## src/hdl/sdfe_pkg.sv

```systemverilog
// Shared types and constants for the delimited frame extractor.
// Used by sdfe_front, sdfe_engine and the top module; depends on nothing.
package sdfe_pkg;

  localparam int CFG_IDX_W  = 3;
  localparam int CFG_DATA_W = 64;

  localparam logic [CFG_IDX_W-1:0] CFG_START_PATTERN = 3'd0;
  localparam logic [CFG_IDX_W-1:0] CFG_START_LENGTH  = 3'd1;
  localparam logic [CFG_IDX_W-1:0] CFG_END_PATTERN   = 3'd2;
  localparam logic [CFG_IDX_W-1:0] CFG_END_LENGTH    = 3'd3;
  localparam logic [CFG_IDX_W-1:0] CFG_MAX_SENTENCES = 3'd4;

  localparam logic [4:0] FRAME_LIMIT_MAX = 5'd16;

  localparam int IN_Q_DEPTH  = 4;
  localparam int OUT_Q_DEPTH = 4;

  typedef enum logic [1:0] {
    KIND_BYTE  = 2'd0,
    KIND_CLOSE = 2'd1,
    KIND_FIN   = 2'd2
  } kind_t;

  typedef struct packed {
    logic       is_term;
    logic [7:0] text_byte;
  } item_t;

  typedef struct packed {
    kind_t      kind;
    logic [7:0] frame_byte;
    logic [3:0] frame_index;
    logic [6:0] byte_position;
    logic       overflow;
    logic       last;
  } result_t;

  typedef struct packed {
    logic [63:0] start_pattern;
    logic [3:0]  start_length;
    logic [63:0] end_pattern;
    logic [3:0]  end_length;
    logic [4:0]  max_sentences;
  } cfg_t;

endpackage

```

## src/hdl/sdfe_fifo.sv

```systemverilog
// Small register-based first-in first-out queue with show-ahead read.
// Standalone; used for the input and the result queues.
module sdfe_fifo #(
  parameter int WIDTH = 9,
  parameter int DEPTH = 4
) (
  input  logic             clk,
  input  logic             rst_n,
  input  logic             wr_en,
  input  logic [WIDTH-1:0] wr_data,
  output logic             full,
  input  logic             rd_en,
  output logic [WIDTH-1:0] rd_data,
  output logic             empty
);

  localparam int PTR_W = (DEPTH > 1) ? $clog2(DEPTH) : 1;
  localparam int CNT_W = $clog2(DEPTH + 1);

  logic [WIDTH-1:0] mem_r [DEPTH];
  logic [PTR_W-1:0] wr_ptr_r, wr_ptr_nxt;
  logic [PTR_W-1:0] rd_ptr_r, rd_ptr_nxt;
  logic [CNT_W-1:0] cnt_r, cnt_nxt;
  logic             do_wr, do_rd;

  assign full    = (cnt_r == CNT_W'(DEPTH));
  assign empty   = (cnt_r == '0);
  assign do_wr   = wr_en && !full;
  assign do_rd   = rd_en && !empty;
  assign rd_data = mem_r[rd_ptr_r];

  always_comb begin
    wr_ptr_nxt = wr_ptr_r;
    rd_ptr_nxt = rd_ptr_r;
    cnt_nxt    = cnt_r;
    if (do_wr) begin
      wr_ptr_nxt = (wr_ptr_r == PTR_W'(DEPTH - 1)) ? '0 : wr_ptr_r + 1'b1;
    end
    if (do_rd) begin
      rd_ptr_nxt = (rd_ptr_r == PTR_W'(DEPTH - 1)) ? '0 : rd_ptr_r + 1'b1;
    end
    if (do_wr && !do_rd) begin
      cnt_nxt = cnt_r + 1'b1;
    end else if (do_rd && !do_wr) begin
      cnt_nxt = cnt_r - 1'b1;
    end
  end

  always_ff @(posedge clk) begin
    if (!rst_n) begin
      wr_ptr_r <= '0;
      rd_ptr_r <= '0;
      cnt_r    <= '0;
    end else begin
      wr_ptr_r <= wr_ptr_nxt;
      rd_ptr_r <= rd_ptr_nxt;
      cnt_r    <= cnt_nxt;
    end
  end

  always_ff @(posedge clk) begin
    if (do_wr) begin
      mem_r[wr_ptr_r] <= wr_data;
    end
  end

endmodule

```

## src/hdl/sdfe_front.sv

```systemverilog
// Front part: takes text bytes, marks the terminator and queues them.
// Depends on sdfe_pkg and sdfe_fifo.
module sdfe_front (
  input  logic            clk,
  input  logic            rst_n,
  input  logic            push,
  input  logic [7:0]      text_byte,
  output logic            full,
  output logic            item_valid,
  output sdfe_pkg::item_t item,
  input  logic            item_pop
);

  sdfe_pkg::item_t item_in;
  logic            q_empty;

  // A zero byte ends the text.
  always_comb begin
    item_in.is_term   = (text_byte == 8'd0);
    item_in.text_byte = text_byte;
  end

  sdfe_fifo #(
    .WIDTH($bits(sdfe_pkg::item_t)),
    .DEPTH(sdfe_pkg::IN_Q_DEPTH)
  ) u_in_q (
    .clk    (clk),
    .rst_n  (rst_n),
    .wr_en  (push),
    .wr_data(item_in),
    .full   (full),
    .rd_en  (item_pop),
    .rd_data(item),
    .empty  (q_empty)
  );

  assign item_valid = !q_empty;

endmodule

```

## src/hdl/sdfe_engine.sv

```systemverilog
// Back part: lookahead window, delimiter compare and frame tracking.
// One window position is examined per cycle while the result queue is not full; depends on sdfe_pkg.
module sdfe_engine #(
  parameter int SEP_MAX      = 8,
  parameter int SENT_MAX_LEN = 128
) (
  input  logic              clk,
  input  logic              rst_n,
  input  sdfe_pkg::cfg_t    cfg,
  input  logic              in_valid,
  input  sdfe_pkg::item_t   in_item,
  output logic              in_pop,
  input  logic              res_full,
  output logic              res_push,
  output sdfe_pkg::result_t res
);

  localparam int FILL_W = $clog2(SEP_MAX + 1);

  logic [7:0]        win_r   [SEP_MAX];
  logic [7:0]        win_v   [SEP_MAX];
  logic [7:0]        win_nxt [SEP_MAX];
  logic [FILL_W-1:0] fill_r, fill_v, fill_a, fill_nxt;
  logic              inside_r, inside_nxt;
  logic [4:0]        count_r, count_a, count_nxt;
  logic [7:0]        pos_r, pos1, pos_nxt;
  logic              ovf_r, ovf1, ovf_nxt;
  logic              busy_r, busy_nxt;
  logic              term_r, term_nxt;
  logic              h_valid_r, h_valid_nxt;
  logic              h_final_r, h_final_nxt;
  sdfe_pkg::result_t h_r, h_nxt;

  logic [3:0]         len_s, len_e, need;
  logic [4:0]         lim;
  logic [SEP_MAX-1:0] ok_s, ok_e;
  logic               run, take, cnt_ok, app, data_step, term_step, ex, fin;
  logic               start_hit, end_hit, ins1, emit;
  logic               cont, done, r_valid;
  sdfe_pkg::result_t  r;

  // Effective delimiter lengths, lookahead need and frame limit.
  always_comb begin
    len_s = (cfg.start_length == 4'd0) ? 4'd1 :
            (cfg.start_length > 4'(SEP_MAX)) ? 4'(SEP_MAX) : cfg.start_length;
    len_e = (cfg.end_length == 4'd0) ? 4'd1 :
            (cfg.end_length > 4'(SEP_MAX)) ? 4'(SEP_MAX) : cfg.end_length;
    need  = (len_e > len_s) ? len_e : len_s;
    lim   = (cfg.max_sentences == 5'd0 ||
             cfg.max_sentences > sdfe_pkg::FRAME_LIMIT_MAX) ?
            sdfe_pkg::FRAME_LIMIT_MAX : cfg.max_sentences;
  end

  // Window as seen this cycle, with the newly taken byte appended.
  always_comb begin
    run    = !res_full;
    take   = run && !busy_r && in_valid;
    cnt_ok = (count_r < lim);
    app    = take && !in_item.is_term && cnt_ok && (fill_r < FILL_W'(SEP_MAX));
    for (int k = 0; k < SEP_MAX; k++) begin
      win_v[k] = (app && fill_r == FILL_W'(k)) ? in_item.text_byte : win_r[k];
    end
    fill_v = app ? fill_r + 1'b1 : fill_r;
  end

  // Byte-wise delimiter compare at the head of the window.
  always_comb begin
    for (int k = 0; k < SEP_MAX; k++) begin
      ok_s[k] = (4'(k) >= len_s) ||
                ((FILL_W'(k) < fill_v) && (win_v[k] != 8'd0) &&
                 (win_v[k] == cfg.start_pattern[8*k +: 8]));
      ok_e[k] = (4'(k) >= len_e) ||
                ((FILL_W'(k) < fill_v) && (win_v[k] != 8'd0) &&
                 (win_v[k] == cfg.end_pattern[8*k +: 8]));
    end
  end

  always_comb begin
    in_pop    = take;
    data_step = busy_r ? (run && !term_r) : (take && !in_item.is_term && cnt_ok);
    term_step = busy_r ? (run && term_r) : (take && in_item.is_term);
    ex        = (data_step || term_step) && (fill_v != '0) && cnt_ok &&
                (!data_step || 4'(fill_v) >= need);
    fin       = term_step && !ex;

    start_hit = ex && !inside_r && (&ok_s);
    end_hit   = ex && inside_r && (&ok_e);
    ins1      = start_hit || (inside_r && !end_hit);
    pos1      = start_hit ? 8'd0 : pos_r;
    ovf1      = start_hit ? 1'b0 : ovf_r;
    emit      = ex && ins1 && (pos1 < 8'(SENT_MAX_LEN));
    count_a   = end_hit ? count_r + 1'b1 : count_r;
    fill_a    = ex ? fill_v - 1'b1 : fill_v;

    r = '0;
    r.kind = sdfe_pkg::KIND_BYTE;
    if (fin) begin
      r.kind     = sdfe_pkg::KIND_FIN;
      r.overflow = inside_r && ovf_r;
    end else if (end_hit) begin
      r.kind        = sdfe_pkg::KIND_CLOSE;
      r.frame_index = count_r[3:0];
      r.overflow    = ovf_r;
    end else if (emit) begin
      r.frame_byte    = win_v[0];
      r.frame_index   = count_r[3:0];
      r.byte_position = pos1[6:0];
    end
    r_valid = fin || end_hit || emit;

    cont = (data_step && ex && (fill_a != '0) && (4'(fill_a) >= need) &&
            (count_a < lim)) || (term_step && ex);
    done = !cont;

    for (int k = 0; k < SEP_MAX - 1; k++) begin
      win_nxt[k] = ex ? win_v[k+1] : win_v[k];
    end
    win_nxt[SEP_MAX-1] = ex ? 8'd0 : win_v[SEP_MAX-1];

    fill_nxt   = (fin || (data_step && !(count_a < lim))) ? '0 : fill_a;
    inside_nxt = fin ? 1'b0 : (ex ? ins1 : inside_r);
    count_nxt  = fin ? 5'd0 : count_a;
    pos_nxt    = fin ? 8'd0 : (ex ? (emit ? pos1 + 1'b1 : pos1) : pos_r);
    ovf_nxt    = fin ? 1'b0 : (ex ? ((ins1 && !emit) ? 1'b1 : ovf1) : ovf_r);
    busy_nxt   = cont;
    term_nxt   = term_step;

    // The held result goes out once it is known whether it ends its item.
    res_push = run && h_valid_r && (h_final_r || r_valid || done);
    res      = h_r;
    res.last = h_final_r || !r_valid;

    h_nxt       = h_r;
    h_valid_nxt = h_valid_r;
    h_final_nxt = h_final_r;
    if (r_valid) begin
      h_nxt       = r;
      h_valid_nxt = 1'b1;
      h_final_nxt = done;
    end else if (res_push) begin
      h_valid_nxt = 1'b0;
    end
  end

  always_ff @(posedge clk) begin
    if (!rst_n) begin
      fill_r    <= '0;
      inside_r  <= 1'b0;
      count_r   <= 5'd0;
      pos_r     <= 8'd0;
      ovf_r     <= 1'b0;
      busy_r    <= 1'b0;
      term_r    <= 1'b0;
      h_valid_r <= 1'b0;
      h_final_r <= 1'b0;
    end else if (run) begin
      fill_r    <= fill_nxt;
      inside_r  <= inside_nxt;
      count_r   <= count_nxt;
      pos_r     <= pos_nxt;
      ovf_r     <= ovf_nxt;
      busy_r    <= busy_nxt;
      term_r    <= term_nxt;
      h_valid_r <= h_valid_nxt;
      h_final_r <= h_final_nxt;
    end
  end

  always_ff @(posedge clk) begin
    if (run) begin
      win_r <= win_nxt;
      h_r   <= h_nxt;
    end
  end

endmodule

```

## src/hdl/start_end_delimited_frame_extractor.sv

```systemverilog
// Delimited frame extractor: configuration registers, input queue, engine, result queue.
// Takes one byte per cycle while not full; the engine examines one window position
// per cycle while the result queue has room. A terminator drains the held bytes before
// its end result; shrinking a delimiter also makes the engine drain held bytes.
// Synchronous active-low reset empties both queues and the window and loads register defaults.
// Depends on sdfe_pkg, sdfe_front, sdfe_engine and sdfe_fifo.
module start_end_delimited_frame_extractor #(
  parameter int SEP_MAX      = 8,
  parameter int SENT_MAX_LEN = 128
) (
  input  logic                            clk,
  input  logic                            rst_n,
  input  logic                            push,
  output logic                            full,
  input  logic [7:0]                      in_text_byte,
  output logic                            empty,
  input  logic                            pop,
  output logic [1:0]                      out_kind,
  output logic [7:0]                      out_frame_byte,
  output logic [3:0]                      out_frame_index,
  output logic [6:0]                      out_byte_position,
  output logic                            out_overflow,
  output logic                            out_last,
  input  logic                            cfg_we,
  input  logic [sdfe_pkg::CFG_IDX_W-1:0]  cfg_index,
  input  logic [sdfe_pkg::CFG_DATA_W-1:0] cfg_data
);

  sdfe_pkg::cfg_t    cfg_r;
  sdfe_pkg::item_t   item;
  sdfe_pkg::result_t res, res_out;
  logic              item_valid, item_pop;
  logic              res_push, res_full;

  always_ff @(posedge clk) begin
    if (!rst_n) begin
      cfg_r.start_pattern <= 64'd36;
      cfg_r.start_length  <= 4'd1;
      cfg_r.end_pattern   <= 64'd10;
      cfg_r.end_length    <= 4'd1;
      cfg_r.max_sentences <= 5'd16;
    end else if (cfg_we) begin
      case (cfg_index)
        sdfe_pkg::CFG_START_PATTERN: cfg_r.start_pattern <= cfg_data;
        sdfe_pkg::CFG_START_LENGTH:  cfg_r.start_length  <= cfg_data[3:0];
        sdfe_pkg::CFG_END_PATTERN:   cfg_r.end_pattern   <= cfg_data;
        sdfe_pkg::CFG_END_LENGTH:    cfg_r.end_length    <= cfg_data[3:0];
        sdfe_pkg::CFG_MAX_SENTENCES: cfg_r.max_sentences <= cfg_data[4:0];
        default: ;
      endcase
    end
  end

  sdfe_front u_front (
    .clk       (clk),
    .rst_n     (rst_n),
    .push      (push),
    .text_byte (in_text_byte),
    .full      (full),
    .item_valid(item_valid),
    .item      (item),
    .item_pop  (item_pop)
  );

  sdfe_engine #(
    .SEP_MAX     (SEP_MAX),
    .SENT_MAX_LEN(SENT_MAX_LEN)
  ) u_engine (
    .clk     (clk),
    .rst_n   (rst_n),
    .cfg     (cfg_r),
    .in_valid(item_valid),
    .in_item (item),
    .in_pop  (item_pop),
    .res_full(res_full),
    .res_push(res_push),
    .res     (res)
  );

  sdfe_fifo #(
    .WIDTH($bits(sdfe_pkg::result_t)),
    .DEPTH(sdfe_pkg::OUT_Q_DEPTH)
  ) u_out_q (
    .clk    (clk),
    .rst_n  (rst_n),
    .wr_en  (res_push),
    .wr_data(res),
    .full   (res_full),
    .rd_en  (pop),
    .rd_data(res_out),
    .empty  (empty)
  );

  assign out_kind          = res_out.kind;
  assign out_frame_byte    = res_out.frame_byte;
  assign out_frame_index   = res_out.frame_index;
  assign out_byte_position = res_out.byte_position;
  assign out_overflow      = res_out.overflow;
  assign out_last          = res_out.last;

endmodule

```

## config.mk

```make
export PLATFORM = sky130hd
export DESIGN_NAME = start_end_delimited_frame_extractor
export DESIGN_NICKNAME = d
export VERILOG_FILES = /design/src/hdl/sdfe_pkg.sv /design/src/hdl/sdfe_fifo.sv /design/src/hdl/sdfe_front.sv /design/src/hdl/sdfe_engine.sv /design/src/hdl/start_end_delimited_frame_extractor.sv
export SDC_FILE = /design/constraint.sdc
export NUM_CORES = 1
export LEC_CHECK = 0
export BUFFER_PORTS_ARGS = -buffer_cell sky130_fd_sc_hd__clkbuf_2
export CORE_ASPECT_RATIO = 1.75
export CORE_MARGIN = 1
export CORE_UTILIZATION = 45
export CTS_CLUSTER_SIZE = 20
export DETAILED_ROUTE_END_ITERATION = 8
export GPL_ROUTABILITY_DRIVEN = 0
export PLACE_DENSITY = 0.65
export SLEW_MARGIN = 25
export SYNTH_ARGS = -nofsm -noshare
export SYNTH_HDL_FRONTEND = slang
export SYNTH_SLANG_ARGS = --single-unit
```

## constraint.sdc

```tcl
create_clock -name clk -period 14.1 [get_ports clk]
set_clock_uncertainty 0.2 [all_clocks]
set_input_delay 1.41 -clock clk [delete_from_list [all_inputs] [get_ports clk]]
set_output_delay 1.41 -clock clk [all_outputs]
set_load 0.02 [all_outputs]
```

==> flow_summary.ini, run 1 <==
[sta]
fmax_ghz = 0.1113
fin_crit_ps = 8985
setup_viol = 0
tightestPinTransition_ps = 1109
hold_viol = 0
setup_tns_ps = 0
drv_slew = 0
slew_headroom = 0.2539
rsz0062_at_grt = false
finalCritPeriodShare = 0.6372

[critical_path]
crit_top_cell = ha_1
crit_fanout = 15
crit_slowest_cell = o22ai_2
worst-r2r-setup-slack_ps = 5120
worstSetupStartpointType = register
worstReg2RegStart = cfg_r[2]
r2r_end = u_out_q.cnt_r[2]
ff2ff_path_depth = 35
required_ps = 14370
startpoint = cfg_r[2]
setup.worst_path.end = u_out_q.cnt_r[2]
worst-setup-path-type = register to register
slowest_delay_ps = 820
cp-end-kind = register
crit_arrival_ps = 9260

[drt]
drc = 0
drt_iter0_drc = 1260
vias = 15330
drtPass1Iterations = 7
wl_met2_um = 29770
vias_per_cell = 5.875
wirelength_um = 56240
antenna_left = 0
wl_met1_um = 20020
wl_per_cell_um = 21.55
wl_met3_um = 2612
top_layer_used = met4

[logic_synthesis]
synth_area_sq_um = 20070
ys_ff_latch = 396
ys_types = 81
ys.flop_type = edfxtp_1
avgSynthCellArea_sq_um = 10.30
synth_compound_area_frac = 0.1048
synthCells = 1949
yosysTopAreaCell = edfxtp_1
synthSimpleGateAreaFrac = 0.1589
yosysSeqAreaShare = 0.5017
synth.mux.area_fraction = 0.1065
synth.top_cell.area_share = 0.3201
synth_xor_area_frac = 0.07156
synthArstFlopShare = 0
yosys.area_share.adder = 0.02568
yosysWarnings = 0
syn_nets = 2069
synth_edf_count = 214
synth_top_family_by_area = simple AND/OR/NAND/NOR gates
yosys-top-cells-area = edfxtp_1 32%, dfxtp_1 18%, mux2i_1 6.3%

[die]
dieHeight_um = 281.4
fp.dieW_um = 161.7
start_util = 0.4546
coreArea_sq_um = 44160
rows = 102
dieArea_sq_um = 45490
pin_count = 105

[global_routing]
antenna_found_initial = 0
grt_use_total = 0.2470
grt_overflow = 0
grt_pass1_vias = 15180
grt_first_pass_wirelength_um = 86150
grt_max_degree = 81

[final_layout]
antenna_cells = 0
num-fill-cells = 4026
drive_gt1_frac = 0.1316
syn_to_final_growth_pct = 11.26
final_cells = 2609
nets = 2131

[clock_tree]
cts_tree = yes
h-tree-depth = 2
ctsHoldBuffers = 0
max-clock-path-buffers = 3
clock_sinks = 396
clk_transition_reported_paths_ps = 70
post-cts-setup-buffers = 0
cts_inserted_buffers = 36
clock-root-buffer = clkbuf_16
post_cts_resize_count = 0
insertion_delay_ps = 570

[placement]
dp_hpwl_um = 40510
io_buffers = 104
dp_cells = 2544

[power_and_ir_drop]
p_leak_nw = 7.878
power_density_nw_per_um2 = 196.1
ir_drop_uv = 127.6

[worst_hold_path]
min_from = cfg_r[61]
holdCritPathClass = register to register

[flow_run]
cap_violations = 0

[status]
status = completed
==> how the worst min path moves through the flow <==
stage / to / slack (ps) / depth (start not counted)
floorplan: u_engine.ovf_r / 230 / 2
global placement: u_engine.ovf_r / 240 / 2
detailed placement: u_engine.ovf_r / 260 / 2
CTS: u_engine.ovf_r / 270 / 2
global route: cfg_r[59] / 290 / 2
finish: cfg_r[61] / 270 / 2
==> layout make-up <==
| type | count | area, sq um | share of cell area |
|---|---|---|---|
| Clock buffer | 45 | 954.7 | 0.04275 |
| Clock inverter | 19 | 246.5 | 0.01104 |
| Inverter | 52 | 197.7 | 0.008852 |
| Multi-Input combinational cell | 1396 | 9437 | 0.4225 |
| Sequential cell | 396 | 10070 | 0.4509 |
| Tap cell | 572 | 715.7 | 0.03204 |
| Timing Repair Buffer | 129 | 711.9 | 0.03188 |
==> synthesized netlist by cell type, types with 10 or more instances <==
library cell / count
mux2_2: 15
nor2_1: 113
ha_1: 38
mux4_2: 31
dfxtp_1: 182
mux2i_1: 127
nand3_1: 27
nand2b_1: 10
o22ai_1: 18
nand4_1: 25
nor2b_1: 20
o21ai_0: 25
clkbuf_1: 80
nand2_1: 333
edfxtp_1: 214
nor3_1: 31
nor4_1: 34
a211oi_1: 10
buf_1: 15
a31oi_1: 11
inv_1: 51
xnor2_1: 108
or3_1: 10
and3_1: 11
and2_1: 25
xor2_1: 56
a21oi_1: 187
==> through the flow <==
stage / hold slack (ps) / instance area (sq um) / utilization / worst slack [ps] / power [mW]
2_1_floorplan: 228.1 / 20070 / - / 6061 / 2.837
3_3_place_gp: 239.2 / 21110 / 0.4781 / 5462 / 3.314
3_5_place_dp: 260.7 / 21120 / 0.4782 / 5237 / 3.347
4_1_cts: 268.4 / 22320 / 0.5054 / 5165 / 4.369
5_1_grt: 286.3 / 22330 / 0.5058 / 4433 / 4.577
6_report: 267.6 / 22330 / 0.5058 / 5115 / 4.379
==> kinds of logic (layout without fill, tap and decap cells) <==
group	Yosys count	in the layout
and+or+nand+nor	679	679
DFF	396	396
AOI/OAI and AO/OA	340	340
muxes	173	173
xor gates and xnor gates	164	164
buffers and inverters	157	245
adders and majority gates	40	40
==> worst max-delay path, delay by kind of cell (launching register included) <==
kind            cells  cell delay (ps)
flops               1              330
buf+inv             2              200
simple gates       13             2950
xor+xnor            2              340
compound gates     12             2910
fa+ha+maj           6             1970
==> placed cells by master, fill, tap and decap left out, drive strengths merged, types with 27 or more instances in the layout <==
master,n
a21oi,187
clkbuf,149
dfxtp,182
edfxtp,214
ha,38
inv,56
mux2i,127
mux4,31
nand2,333
nand3,27
nor2,113
nor3,33
nor4,39
o21ai,29
xnor2,108
xor2,56
==> power breakdown <==
group / total (mW) / internal [mW] / switching (mW)
Clock: 1.02 / 0.578 / 0.444
Combinational: 1.63 / 0.632 / 0.994
Sequential: 1.73 / 1.52 / 0.214
==> per-layer routing <==
metal,track usage,up-vias
met2,0.4598,565
met5,0,-
met1,0.2568,7415
met4,0.1659,0
li1,-,7120
met3,0.03163,227
==> state kept, by name (all words and copies together), names as in the netlist, 2 cells and up, named ones only <==
| register | cells |
|---|---|
| u_front.u_in_q.mem_r | 36 |
| u_out_q.mem_r | 92 |
| u_engine.count_r | 5 |
| u_engine.res | 22 |
| u_engine.fill_r | 4 |
| u_out_q.wr_ptr_r | 2 |
| u_engine.pos_r | 8 |
| u_front.u_in_q.wr_ptr_r | 2 |
| cfg_r | 141 |
| u_out_q.cnt_r | 3 |
| u_out_q.rd_ptr_r | 2 |
| u_front.u_in_q.rd_ptr_r | 2 |
| u_front.u_in_q.cnt_r | 3 |
| u_engine.win_r | 64 |
Note: power is estimated with default switching activity, not from simulation.
==> inputs of run 2 (changes only) <==
--- a/config.mk
+++ b/config.mk
@@ -12,7 +12,7 @@
 export CTS_CLUSTER_SIZE = 20
 export DETAILED_ROUTE_END_ITERATION = 8
 export GPL_ROUTABILITY_DRIVEN = 0
-export PLACE_DENSITY = 0.65
+export PLACE_DENSITY = 0.67
 export SLEW_MARGIN = 25
 export SYNTH_ARGS = -nofsm -noshare
 export SYNTH_HDL_FRONTEND = slang
==> constraint.sdc (replaced) <==
create_clock -name clk -period 7.65 [get_ports clk]
set_clock_uncertainty 0.2 [all_clocks]
set_input_delay 0.765 -clock clk [delete_from_list [all_inputs] [get_ports clk]]
set_output_delay 0.765 -clock clk [all_outputs]
set_load 0.02 [all_outputs]
==> flow_summary.ini, run 2 (same netlist as run 1, synthesis figures left out) <==
[clock_tree]
insertion_delay_ps = 550
clk_transition_reported_paths_ps = 70
clock-root-buffer = clkbuf_16
clock_sinks = 396
ctsHoldBuffers = 0
max-clock-path-buffers = 3
cts_inserted_buffers = 36
cts_tree = yes
h-tree-depth = 2

[flow_run]
cap_violations = 0

[drt]
drt_iter0_drc = 1411
wirelength_um = 57240
wl_per_cell_um = 21.25
drc = 0
vias_per_cell = 5.804
antenna_left = 0
drtPass1Iterations = 6
vias = 15630

[die]
dieArea_sq_um = 45490
dieHeight_um = 281.4
start_util = 0.4546
pin_count = 105
coreArea_sq_um = 44160
rows = 102
fp.dieW_um = 161.7

[final_layout]
final_cell_mix = 330 x nand2_1, 214 x edfxtp_1, 183 x a21oi_1
num-fill-cells = 3984
drive_gt1_frac = 0.1801
fin_util = 0.5272
syn_to_final_growth_pct = 15.98
antenna_cells = 0
top_register = cfg_r
reg.largest.list = cfg_r: 141 flops, u_out_q.mem_r: 92 flops, u_engine.win_r: 64 flops
largest_reg_flops = 141
mostFrequentLayoutCell = nand2_1
nets = 2216

[worst_hold_path]
min_path_cells = 1
holdCritPathClass = primary input to register

[critical_path]
critical-path-top-delay-family = simple AND/OR/NAND/NOR gates
worst-setup-path-type = register to register
crit_fanout = 8
crit_arrival_ps = 7680
crit_slowest_cell = or4_4
cp-end-kind = register
cp.depth = 35
crit_top_cell = ha_4
slowest_delay_ps = 550
required_ps = 7920
worstSetupStartpointType = register
ff2ff_path_depth = 35
critPathBufInv = 2

[power_and_ir_drop]
ir_drop_uv = 228.6
power_mw = 8.405
power_density_nw_per_um2 = 361.0
p_leak_nw = 8.352

[placement]
io_buffers = 104
dp_hpwl_um = 41870

[global_routing]
grt_pass1_vias = 15660
antenna_found_initial = 0
grt_first_pass_wirelength_um = 87780
grt_overflow = 0
grt_max_degree = 105
grt_use_total = 0.2517

[sta]
fin_crit_ps = 7414
slew_headroom = 0.3258
fmax_ghz = 0.1349
hold_viol = 0
setup_viol = 0
finalCritPeriodShare = 0.9691
tightestPinTransition_ps = 1002
setup_tns_ps = 0
drv_slew = 0

[status]
status = completed
==> run 2: cell count changes in the layout (fill, tap and decap cells not counted), sizes merged <==
| cell | previous run | this run |
|---|---|---|
| buf | 25 | 110 |
| clkbuf | 149 | 151 |
| clkinvlp | 3 | 2 |
| inv | 56 | 54 |
==> run 2: repair_timing <==
item / 4_1_cts / 5_1_grt
gates resized for setup: 9 / 26
pin swaps: 3 / 34
setup buffers: 2 / 4
cloned: 0 / 0
hold endpoints to repair: 0 / 0
endpoints found under the setup margin: 2 / 95
==> run 2: stage by stage <==
stage          area, sq um  setup slack, ps  std cells  hold slack [ps]
3_3_place_gp         21780           -3.751       2625            235.2
6_report             23280            236.1       2693            239.9
2_1_floorplan        20080            3.241       1949            228.1
5_1_grt              23280           -54.02       2693            243.0
3_5_place_dp         21780           -260.0       2625            251.6
4_1_cts              23090            16.15       2690            234.6
==> run 2: path summary, 6_finish.rpt <==
check | slack, ps | to | start
max | 240 | u_out_q.cnt_r[2] | cfg_r[0]
min | 240 | u_front.u_in_q.mem_r[2][2] | in_text_byte[2]
max reg2reg | 240 | u_out_q.cnt_r[2] | cfg_r[0]
min reg2reg | 260 | u_engine.ovf_r | u_engine.ovf_r
==> run 2: cell type report <==
type,instances,area (sq um),share of cell area
tap,572,715.7,0.03074
clock inverter,16,222.7,0.009566
inverter,52,197.7,0.008491
timing repair buffer,214,1413,0.06068
clock buffer,47,1017,0.04369
sequential,396,10070,0.4326
multi-input combinational,1396,9643,0.4142
==> run 2: power by group <==
| group | internal, mW | switching [mW] |
|---|---|---|
| Combinational | 1.39 | 1.94 |
| Sequential | 2.79 | 0.367 |
| Clock | 1.12 | 0.803 |
| Total | 5.30 | 3.11 |
==> run 2: metal layers <==
layer	track usage	vias to the layer above	routed length (um)
met5	0	-	0
met4	0.1701	0	4191
met3	0.03339	238	2568
met2	0.4705	575	30500
met1	0.2589	7523	19980
li1	-	7293	-
==> inputs of run 3 (changes only) <==
--- a/config.mk
+++ b/config.mk
@@ -16,4 +16,5 @@
 export SLEW_MARGIN = 25
 export SYNTH_ARGS = -nofsm -noshare
 export SYNTH_HDL_FRONTEND = slang
+export SYNTH_HIERARCHICAL = 1
 export SYNTH_SLANG_ARGS = --single-unit
==> flow_summary.ini, run 3 <==
[final_layout]
reg.largest.list = cfg_r: 141 flops, u_out_q/mem_r: 92 flops, u_engine/win_r: 64 flops
top_register = cfg_r
syn_to_final_growth_pct = 15.54
largest_reg_flops = 141
regArea_sq_um = 10070
multi_input_area_sq_um = 10430
nets = 2284
final_cell_mix = 274 x nand2_1, 214 x edfxtp_1, 180 x dfxtp_1
antenna_cells = 0
fin_util = 0.5266
mostFrequentLayoutCell = nand2_1
final_cells = 2776
drive_gt1_frac = 0.1902
num-fill-cells = 4011

[logic_synthesis]
avgSynthCellArea_sq_um = 10.49
ys_top_cells_by_count = 275 x nand2_1, 214 x edfxtp_1, 182 x dfxtp_1
synthArstFlopShare = 0
synth.top_cell.area_share = 0.3070
synth_edf_count = 214
syn_nets = 2115
ys_types = 95
yosys-top-cells-area = edfxtp_1 31%, dfxtp_1 17%, mux2i_1 8.2%
synth_most_common_cell = nand2_1
synth_area_sq_um = 20940
ys_ff_latch = 396
yosysSeqAreaShare = 0.4810
ys.flop_type = edfxtp_1
synthCells = 1995
yosysWarnings = 6
yosysTopAreaCell = edfxtp_1

[drt]
wirelength_um = 61110
drc = 0
vias = 16480
antenna_left = 0
wl_per_cell_um = 22.01
vias_per_cell = 5.938
drtPass1Iterations = 5
drt_iter0_drc = 1434

[critical_path]
crit_fanout = 6
worstSetupStartpointType = register
critical-path-top-delay-family = simple AND/OR/NAND/NOR gates
required_ps = 7920
worst-setup-path-type = register to register
cp-end-kind = register
crit_arrival_ps = 7800
slowest_delay_ps = 590
crit_top_cell = ha_4
crit_slowest_cell = or4_4
critPathBufInv = 4

[sta]
drv_slew = 0
setup_tns_ps = 0
finalCritPeriodShare = 0.9839
setup_viol = 0
slew_headroom = 0.2796
tightestPinTransition_ps = 1081
fin_crit_ps = 7527
fmax_ghz = 0.1329
hold_viol = 0

[clock_tree]
h-tree-depth = 2
clk_transition_reported_paths_ps = 70
insertion_delay_ps = 560
max-clock-path-buffers = 3
clock_sinks = 396
clock-root-buffer = clkbuf_16
cts_tree = yes
cts_inserted_buffers = 37

[global_routing]
grt_pass1_vias = 16910
use_met2 = 0.4746
met3_usage = 0.04141
busiest_layer = met2
antenna_found_initial = 0
grt_overflow = 0
grt_first_pass_wirelength_um = 93960
grt_max_degree = 101
grt_use_total = 0.2601
met1_usage = 0.2591

[status]
status = completed

[placement]
io_buffers = 104
dp_cells = 2680
dp_hpwl_um = 44410

[power_and_ir_drop]
p_leak_nw = 9.098
power_mw = 8.423
power_density_nw_per_um2 = 348.2
ir_drop_uv = 242.8

[die]
fp.dieW_um = 165.0
start_util = 0.4558
dieArea_sq_um = 47420
dieHeight_um = 287.3
rows = 104
coreArea_sq_um = 45930
pin_count = 105

[worst_hold_path]
holdCritPathClass = primary input to register

[flow_run]
cap_violations = 0
[run 3: cell count changes in the layout (fill, tap and decap cells not counted), moves of 8 or more]
cell and delta:
nor2b_1 +14, mux2i_1 +44, inv_1 -10, nand2_1 -56, buf_4 +27, o22ai_1 +48
nand3_1 +9, nor2_1 +53, xor2_1 +24, mux2_2 -8, a21oi_1 -118, nor4_1 +13
o21ai_0 +8, xnor2_1 -23
[run 3: worst paths after layout]
path / startpoint / to / slack (ps) / cells past startpoint
worst max register to register: cfg_r[0] / u_out_q/cnt_r[2] / 120 / 32
worst min register to register: cfg_r[105] / cfg_r[105] / 260 / 2
worst min-delay path: in_text_byte[7] / u_front/u_in_q/mem_r[0][7] / 240 / 1
worst max-delay path: cfg_r[0] / u_out_q/cnt_r[2] / 120 / 32
[run 3: where the power goes]
part	internal [mW]	total, mW	switching [mW]	leakage, nW
logic	1.28	3.24	1.96	5.01
registers	2.86	3.35	0.493	3.50
clock network	1.01	1.83	0.820	0.589
[run 3: logic make-up (layout without fill, tap and decap cells)]
logic type,count (synthesis),count (layout),synth area share
AOI/OAI and AO/OA,293,294,0.09264
xor gates and xnor gates,165,165,0.06903
adders and majority gates,40,40,0.02462
buffers and inverters,158,354,0.03998
DFF,396,396,0.4810
muxes,212,212,0.1217
and+or+nand+nor,731,732,0.1710
[run 3: cell type report]
class,instances,share of cell area
clock buffer,50,0.04506
multi-input combinational,1443,0.4310
tap,583,0.03016
inverter,44,0.006828
clock inverter,18,0.004345
timing repair buffer,242,0.06621
sequential,396,0.4164
[run 3: what timing repair did]
item                                   4_1_cts  5_1_grt
hold buffers                                 0        0
pin swaps                                   17       32
gates resized for setup                     28       43
cloned                                       1        1
endpoints found under the hold margin        0        0
setup endpoints to repair                    2       95
setup buffers                               13       14
[run 3: per-layer routing]
layer  vias to the layer above  part of all wire
met5                         -                 0
met1                      7902              0.34
met2                       675              0.53
met3                       297             0.049
li1                       7610                 -
met4                         0             0.080
[run 3: metrics by stage]
step	area, sq um	hold slack, ps	setup WS [ps]
3_5_place_dp	22410	249.9	-283.7
6_report	24190	243.4	123.4
4_1_cts	23850	233.3	18.98
5_1_grt	24190	241.2	-112.6
3_3_place_gp	22410	251.0	-42.38
2_1_floorplan	20940	233.5	24.77
